<file path="src/drs_pkg.sv">
package drs_pkg;

  localparam int MAX_ITEMS  = 64;
  localparam int NUM_DIGITS = 7;
  localparam int RADIX      = 10;
  localparam int BIN_W      = 24;
  localparam int BCD_W      = 4 * NUM_DIGITS;
  localparam int ADDR_W     = $clog2(MAX_ITEMS);
  localparam int CNT_W      = $clog2(MAX_ITEMS + 1);
  localparam int POS_W      = $clog2(NUM_DIGITS);
  localparam int DIG_W      = 4;
  localparam int STEP_W     = $clog2(BIN_W);

  localparam logic [BIN_W-1:0] MAX_VALUE = BIN_W'(10 ** NUM_DIGITS - 1);

  typedef struct packed {
    logic [BIN_W-1:0] item_value;
    logic             is_last;
  } in_item_t;

  typedef struct packed {
    logic [BIN_W-1:0] sorted_value;
    logic             last_out;
    logic             overflowed;
  } out_item_t;

  typedef enum logic [3:0] {
    ST_LOAD,
    ST_CONV,
    ST_CLEAR,
    ST_COUNT,
    ST_PREFIX,
    ST_SCATTER,
    ST_OUT_RD,
    ST_OUT_LATCH,
    ST_OUT_CV,
    ST_OUT_HOLD
  } state_t;

endpackage

</file>
<file path="src/drs_bin2bcd.sv">
module drs_bin2bcd
  import drs_pkg::*;
(
  input  logic             clk,
  input  logic             rst_n,
  input  logic             start,
  input  logic [BIN_W-1:0] bin_in,
  output logic             done,
  output logic [BCD_W-1:0] bcd_out
);

  logic [BIN_W-1:0]  sh_r, sh_nxt;
  logic [BCD_W-1:0]  bcd_r, bcd_nxt, adj;
  logic [STEP_W-1:0] step_r, step_nxt;
  logic              busy_r, busy_nxt;
  logic              done_r, done_nxt;

  // add 3 to every digit of 5 or more, then shift one binary bit in
  always_comb begin
    adj = bcd_r;
    for (int k = 0; k < NUM_DIGITS; k++) begin
      if (bcd_r[4*k +: 4] >= 4'd5) begin
        adj[4*k +: 4] = bcd_r[4*k +: 4] + 4'd3;
      end
    end
  end

  always_comb begin
    sh_nxt   = sh_r;
    bcd_nxt  = bcd_r;
    step_nxt = step_r;
    busy_nxt = busy_r;
    done_nxt = 1'b0;
    if (start) begin
      sh_nxt   = bin_in;
      bcd_nxt  = '0;
      step_nxt = '0;
      busy_nxt = 1'b1;
    end else if (busy_r) begin
      sh_nxt   = {sh_r[BIN_W-2:0], 1'b0};
      bcd_nxt  = {adj[BCD_W-2:0], sh_r[BIN_W-1]};
      step_nxt = step_r + 1'b1;
      if (step_r == STEP_W'(BIN_W - 1)) begin
        busy_nxt = 1'b0;
        done_nxt = 1'b1;
      end
    end
  end

  always_ff @(posedge clk) begin
    if (!rst_n) begin
      busy_r <= 1'b0;
      done_r <= 1'b0;
      step_r <= '0;
    end else begin
      busy_r <= busy_nxt;
      done_r <= done_nxt;
      step_r <= step_nxt;
    end
  end

  always_ff @(posedge clk) begin
    sh_r  <= sh_nxt;
    bcd_r <= bcd_nxt;
  end

  assign done    = done_r;
  assign bcd_out = bcd_r;

endmodule

</file>
<file path="src/decimal_radix_sorter.sv">
// channel | ports                         | direction
// input   | in_valid  in_ready  in_data   | item to sort, is_last closes the set
// result  | out_valid out_ready out_data  | sorted items, ascending
//
// Loading an item: accept it, run 24 steps of the binary-to-decimal shifter,
// then write it to the store.
// The sort makes 7 digit passes over the store, each with the steps
// clear, count, prefix over 10 buckets and scatter.
// Each result is read, latched and rebuilt in 7 multiply-by-ten steps, then held while stalled.
// Reset (rst_n low, synchronous) empties the set; no clearing pass is needed.
// A stall on the result side holds the block; no input is taken until the run ends.
module decimal_radix_sorter
  import drs_pkg::*;
(
  input  logic      clk,
  input  logic      rst_n,
  input  logic      in_valid,
  output logic      in_ready,
  input  in_item_t  in_data,
  output logic      out_valid,
  input  logic      out_ready,
  output out_item_t out_data
);

  state_t state_r, state_nxt;

  logic [CNT_W-1:0]  count_r, count_nxt;
  logic              ovf_r, ovf_nxt;
  logic              last_pend_r, last_pend_nxt;
  logic [CNT_W-1:0]  idx_r, idx_nxt;
  logic [POS_W-1:0]  pass_r, pass_nxt;
  logic              bank_r, bank_nxt;
  logic              rv_r, rv_nxt;
  logic [CNT_W-1:0]  cnt_r [RADIX];
  logic [CNT_W-1:0]  cnt_nxt [RADIX];
  logic [CNT_W-1:0]  run_r, run_nxt;
  logic [BCD_W-1:0]  bcd_r, bcd_nxt;
  logic [BIN_W-1:0]  acc_r, acc_nxt;
  logic [POS_W-1:0]  k_r, k_nxt;
  out_item_t         out_r, out_nxt;

  logic [BCD_W-1:0]  mem0 [MAX_ITEMS];
  logic [BCD_W-1:0]  mem1 [MAX_ITEMS];
  logic [BCD_W-1:0]  rd0_r, rd1_r, rdata;
  logic [ADDR_W-1:0] rd_addr, wr_addr;
  logic [BCD_W-1:0]  wr_data;
  logic              we0, we1;

  logic              conv_start, conv_done;
  logic [BIN_W-1:0]  conv_in;
  logic [BCD_W-1:0]  conv_bcd;
  logic [DIG_W-1:0]  digit;
  logic [BIN_W-1:0]  acc_step;

  drs_bin2bcd u_conv (
    .clk     (clk),
    .rst_n   (rst_n),
    .start   (conv_start),
    .bin_in  (conv_in),
    .done    (conv_done),
    .bcd_out (conv_bcd)
  );

  assign conv_in  = (in_data.item_value > MAX_VALUE) ? MAX_VALUE : in_data.item_value;
  assign rdata    = bank_r ? rd1_r : rd0_r;
  assign digit    = rdata[{pass_r, 2'b00} +: DIG_W];
  assign acc_step = (acc_r << 3) + (acc_r << 1) + BIN_W'(bcd_r[{k_r, 2'b00} +: DIG_W]);

  assign in_ready  = (state_r == ST_LOAD);
  assign out_valid = (state_r == ST_OUT_HOLD);
  assign out_data  = out_r;

  always_comb begin
    state_nxt     = state_r;
    count_nxt     = count_r;
    ovf_nxt       = ovf_r;
    last_pend_nxt = last_pend_r;
    idx_nxt       = idx_r;
    pass_nxt      = pass_r;
    bank_nxt      = bank_r;
    rv_nxt        = 1'b0;
    cnt_nxt       = cnt_r;
    run_nxt       = run_r;
    bcd_nxt       = bcd_r;
    acc_nxt       = acc_r;
    k_nxt         = k_r;
    out_nxt       = out_r;
    rd_addr       = idx_r[ADDR_W-1:0];
    wr_addr       = count_r[ADDR_W-1:0];
    wr_data       = conv_bcd;
    we0           = 1'b0;
    we1           = 1'b0;
    conv_start    = 1'b0;

    unique case (state_r)
      ST_LOAD: begin
        if (in_valid) begin
          last_pend_nxt = in_data.is_last;
          if (count_r < CNT_W'(MAX_ITEMS)) begin
            conv_start = 1'b1;
            state_nxt  = ST_CONV;
          end else begin
            ovf_nxt = 1'b1;
            if (in_data.is_last) begin
              state_nxt = ST_CLEAR;
            end
          end
        end
      end
      ST_CONV: begin
        if (conv_done) begin
          we0       = 1'b1;
          count_nxt = count_r + 1'b1;
          state_nxt = last_pend_r ? ST_CLEAR : ST_LOAD;
        end
      end
      ST_CLEAR: begin
        for (int d = 0; d < RADIX; d++) begin
          cnt_nxt[d] = '0;
        end
        idx_nxt   = '0;
        state_nxt = ST_COUNT;
      end
      ST_COUNT: begin
        if (idx_r < count_r) begin
          idx_nxt = idx_r + 1'b1;
          rv_nxt  = 1'b1;
        end
        if (rv_r && digit < DIG_W'(RADIX)) begin
          cnt_nxt[digit] = cnt_r[digit] + 1'b1;
        end
        if (idx_r == count_r && !rv_r) begin
          idx_nxt   = '0;
          run_nxt   = '0;
          state_nxt = ST_PREFIX;
        end
      end
      ST_PREFIX: begin
        // turn counts into start offsets, one bucket a cycle
        cnt_nxt[idx_r[DIG_W-1:0]] = run_r;
        run_nxt = run_r + cnt_r[idx_r[DIG_W-1:0]];
        idx_nxt = idx_r + 1'b1;
        if (idx_r == CNT_W'(RADIX - 1)) begin
          idx_nxt   = '0;
          state_nxt = ST_SCATTER;
        end
      end
      ST_SCATTER: begin
        if (idx_r < count_r) begin
          idx_nxt = idx_r + 1'b1;
          rv_nxt  = 1'b1;
        end
        if (rv_r && digit < DIG_W'(RADIX)) begin
          wr_addr        = cnt_r[digit][ADDR_W-1:0];
          wr_data        = rdata;
          we0            = bank_r;
          we1            = !bank_r;
          cnt_nxt[digit] = cnt_r[digit] + 1'b1;
        end
        if (idx_r == count_r && !rv_r) begin
          bank_nxt = !bank_r;
          idx_nxt  = '0;
          if (pass_r == POS_W'(NUM_DIGITS - 1)) begin
            pass_nxt  = '0;
            state_nxt = ST_OUT_RD;
          end else begin
            pass_nxt  = pass_r + 1'b1;
            state_nxt = ST_CLEAR;
          end
        end
      end
      ST_OUT_RD: begin
        state_nxt = ST_OUT_LATCH;
      end
      ST_OUT_LATCH: begin
        bcd_nxt   = rdata;
        acc_nxt   = '0;
        k_nxt     = POS_W'(NUM_DIGITS - 1);
        state_nxt = ST_OUT_CV;
      end
      ST_OUT_CV: begin
        acc_nxt = acc_step;
        k_nxt   = k_r - 1'b1;
        if (k_r == '0) begin
          out_nxt.sorted_value = acc_step;
          out_nxt.last_out     = (idx_r + 1'b1 == count_r);
          out_nxt.overflowed   = ovf_r;
          state_nxt            = ST_OUT_HOLD;
        end
      end
      ST_OUT_HOLD: begin
        if (out_ready) begin
          if (out_r.last_out) begin
            count_nxt = '0;
            ovf_nxt   = 1'b0;
            bank_nxt  = 1'b0;
            idx_nxt   = '0;
            state_nxt = ST_LOAD;
          end else begin
            idx_nxt   = idx_r + 1'b1;
            state_nxt = ST_OUT_RD;
          end
        end
      end
      default: state_nxt = ST_LOAD;
    endcase
  end

  always_ff @(posedge clk) begin
    if (!rst_n) begin
      state_r     <= ST_LOAD;
      count_r     <= '0;
      ovf_r       <= 1'b0;
      last_pend_r <= 1'b0;
      idx_r       <= '0;
      pass_r      <= '0;
      bank_r      <= 1'b0;
      rv_r        <= 1'b0;
      run_r       <= '0;
      k_r         <= '0;
      for (int d = 0; d < RADIX; d++) begin
        cnt_r[d] <= '0;
      end
    end else begin
      state_r     <= state_nxt;
      count_r     <= count_nxt;
      ovf_r       <= ovf_nxt;
      last_pend_r <= last_pend_nxt;
      idx_r       <= idx_nxt;
      pass_r      <= pass_nxt;
      bank_r      <= bank_nxt;
      rv_r        <= rv_nxt;
      run_r       <= run_nxt;
      k_r         <= k_nxt;
      cnt_r       <= cnt_nxt;
    end
  end

  always_ff @(posedge clk) begin
    bcd_r <= bcd_nxt;
    acc_r <= acc_nxt;
    out_r <= out_nxt;
  end

  always_ff @(posedge clk) begin
    if (we0) begin
      mem0[wr_addr] <= wr_data;
    end
    if (we1) begin
      mem1[wr_addr] <= wr_data;
    end
    rd0_r <= mem0[rd_addr];
    rd1_r <= mem1[rd_addr];
  end

endmodule

</file>
<file path="config.mk">
export PLATFORM = sky130hd
export DESIGN_NAME = decimal_radix_sorter
export DESIGN_NICKNAME = d
export VERILOG_FILES = /design/src/drs_pkg.sv /design/src/drs_bin2bcd.sv /design/src/decimal_radix_sorter.sv
export SDC_FILE = /design/constraint.sdc
export NUM_CORES = 2
export LEC_CHECK = 0
export ABC_AREA = 0
export ABC_CLOCK_PERIOD_IN_PS = 9350
export BUFFER_PORTS_ARGS = -buffer_cell sky130_fd_sc_hd__clkbuf_2
export CORE_MARGIN = 5
export CORE_UTILIZATION = 40
export DETAILED_ROUTE_END_ITERATION = 16
export PLACE_DENSITY = 0.65
export SLEW_MARGIN = 15
export SYNTH_ARGS = -nofsm -noshare
export SYNTH_HDL_FRONTEND = slang
export SYNTH_SLANG_ARGS = --single-unit
</file>
<file path="constraint.sdc">
create_clock -name clk -period 9.35 [get_ports clk]
set_input_delay 0.935 -clock clk [delete_from_list [all_inputs] [get_ports clk]]
set_output_delay 0.935 -clock clk [all_outputs]
set_load 0.01 [all_outputs]
</file>
==> reports/qor.txt <==
CTS Buffer Depth - 4
CP arrival - 7.11 ns
Area contributors post-synth - edfxtp_1, mux4_2, dfxtp_1
Syn-to-layout area delta - 12.9%
Hold EP - u_conv.sh_r[6]
top-count cell post-synth - edfxtp_1
Placer Congestion - 0.905
EDFF count, synth - 3,685
CP Launch Type - flop
# hold bufs at CTS - 0
Slew headroom - 0.167
CTS Root Cell - clkbuf_16
GRT Overall Usage - 0.203
min Tclk post-route - 6.62 ns
Pint - 30.5 mW
post-synth cell types - 85
Register-to-Register Path Depth - 10
crit-path leading delay family - simple AND/OR/NAND/NOR gates
Via Count - 77,032
share of the synthesized area in the top cell type - 0.726
vias in the first global route - 75,054
drt via density - 5.97
Setup TNS - 0 ns
Netlist Area Pre-Place - 152,000 um^2
port bufs - 56
die height - 627 um
Power Density - 237 nW/um^2
crit path max fanout - 28
Max Clk Rate - 0.151 GHz
switch share - 0.254
reg2reg end - mem0[27][17]
I/O pin count - 57
CTS tree - yes
Worst Tran Pin Value - 1.25 ns
Die X-Extent - 627 um
Comb power frac - 0.127
layout cells sized above 1 - 0.256
reg-to-reg slack, setup - 2.73 ns
CTS clock-pin slew for the worst setup and hold paths - 0.06 ns
synthesized area per cell - 20.5 um^2
CP required - 9.83 ns
status - finished, final reports clean
FF+latch count, synth - 3,870
GR Layer Usage met2 - 0.320
Initial Utilization - 0.402
Slew Limit Fails - 0
Synth area leader - edfxtp_1
max_cap viols - 0
DRC - 0
CP Buf/Inv Count - 0
Reg power frac - 0.506
post-CTS sizing - 0
drt total wl - 407 mm
GRT met3 Usage - 0.0401
clock sinks - 3,870
Top FF cell, synth - edfxtp_1
CP Capture Type - flop
met1 usage - 0.291
RSZ-0062 raised after global routing - no
Syn. warnings - 0
Async SR Flop Fraction - 0
wire per inst - 31.5 um
DPL Wire Length - 244 mm
critical path class - flop to flop
clock latency on the worst-skew pair - 0.92 ns
initial antenna violation count - 34
row cnt - 226
core area - 379,000 um^2
Post-Syn Instances - 7,425
first-pass GRT wire length - 574 mm
CP peak stage delay - 1.10 ns
Setup WS post-layout - 2.73 ns
Final Setup Violations - 0
total setup buffers inserted after CTS - 0
total die area - 393,000 um^2
clock power share - 0.368
dpl ws - 2.87 ns
largest net degree at the start of global routing - 124
nets - 7,684
Critical R2R Launch - pass_r[2]
Slowest-stage cell, CP - nor2_4
Hold WC Path Type - primary input to flop
register area share after synthesis - 0.751
worst hold stages - 3
initial detailed-routing violation count - 10,747
ANT nets after route - 0
crit-path cells - mux4_1 -> nor2_2 -> o21ai_2 -> nand2_1 -> or3_1 -> a21boi_0 -> or4_1 -> a32o_1 -> nand3_1 -> nor2_4
total CTS buffers - 375
endpoints failing hold - 0
H-tree depth - 5
period utilisation layout - 0.708
Lkg Pwr - 52.2 nW
syn_nets - 7,534
maximum vdd drop - 0.000224 V
Final Skew - 0.0691 ns
Overflow after GRT - 0
min-delay src - in_data[7]
GR peak layer - met2
Post-synth top cells - edfxtp_1, mux4_2, nor2_1, clkbuf_1, mux2i_1
net switching power - 10.3 mW
DRT Pass-1 Iters - 6
-- stage by stage --
| step | cells | hold slack, ns | cell area (um^2) | total power, mW | util |
|---|---|---|---|---|---|
| 3_3_place_gp | 12212 | 0.421 | 160000 | 26.0 | 0.422 |
| 2_1_floorplan | 7425 | 0.409 | 152000 | 24.1 | - |
| 3_5_place_dp | 12212 | 0.429 | 160000 | 26.2 | 0.422 |
| 5_1_grt | 12891 | 0.329 | 172000 | 42.0 | 0.454 |
| 4_1_cts | 12887 | 0.286 | 172000 | 41.0 | 0.453 |
| 6_report | 12900 | 0.364 | 172000 | 40.8 | 0.454 |
-- placed cells by master (no fill, tap or decap), drive strengths merged, types with 146 or more instances in the layout --
cell type  instances
mux2i            254
o21ai            190
clkinv           155
clkbuf           516
edfxtp          3685
mux4            1002
nand2            253
dfxtp            185
a21oi            146
nor2             369
-- logic make-up (layout without fill, tap and decap cells) --
logic type,count (synthesis),count (layout),synth area share
and+or+nand+nor,877,877,0.0253
other,0,11,0
AOI/OAI and AO/OA,757,757,0.0327
xor gates and xnor gates,54,54,0.00315
buffers and inverters,470,918,0.0122
DFF,3870,3870,0.751
adders and majority gates,80,80,0.00672
muxes,1317,1317,0.169
-- final cells by class --
class	instances	area [um^2]
Fill cell	31197	207000
Sequential cell	3870	114000
Multi-Input combinational cell	3085	37500
Clock buffer	460	9950
Tap cell	5016	6280
Clock inverter	215	2090
Timing Repair Buffer	191	1550
Inverter	52	203
Antenna cell	11	27.5
-- worst max-delay path by stage --
stage / slack [ns] / depth (start not counted) / from / endpoint
detailed placement: 2.87 / 10 / pass_r[2] / mem0[27][18]
global placement: 2.97 / 10 / pass_r[2] / mem0[26][18]
CTS: 2.86 / 10 / pass_r[2] / mem0[27][9]
finish: 2.73 / 10 / pass_r[2] / mem0[27][17]
floorplan: 0.79 / 8 / bank_r / mem0[0][14]
global route: 2.54 / 10 / pass_r[2] / mem0[27][20]
-- power by group through the flow --
| stage | Sequential, mW | Combinational, mW | Clock (mW) |
|---|---|---|---|
| floorplan | 21.3 | 2.81 | 0 |
| global placement | 21.0 | 4.96 | 0 |
| detailed placement | 21.0 | 5.16 | 0 |
| CTS | 20.6 | 5.16 | 15.2 |
| global route | 20.6 | 5.41 | 15.9 |
| finish | 20.6 | 5.16 | 15.0 |
-- state kept, by name, indices dropped and copies added (netlist names) --
register and count:
mem0 1792, mem1 1792, cnt_r 60, bcd_r 28
rd0_r 28, rd1_r 28, u_conv.bcd_out 28, out_data 26
u_conv.sh_r 24, acc_r 23, count_r 7, idx_r 7
run_r 6, u_conv.step_r 5, state_r 4, k_r 3
pass_r 3, bank_r 1, last_pend_r 1, ovf_r 1
rv_r 1, u_conv.busy_r 1, u_conv.done 1
-- per-layer routing --
layer,up-vias,wire [um]
met5,-,31
met2,4184,192000
li1,31243,-
met3,639,41100
met4,6,13000
met1,40960,161000
-- worst min-delay path, cell delays in order --
cell,delay [ns]
clkbuf_2,0.08
nor3_1,0.04
nor2_1,0.08
No activity file was read; power rests on OpenSTA's default activity.
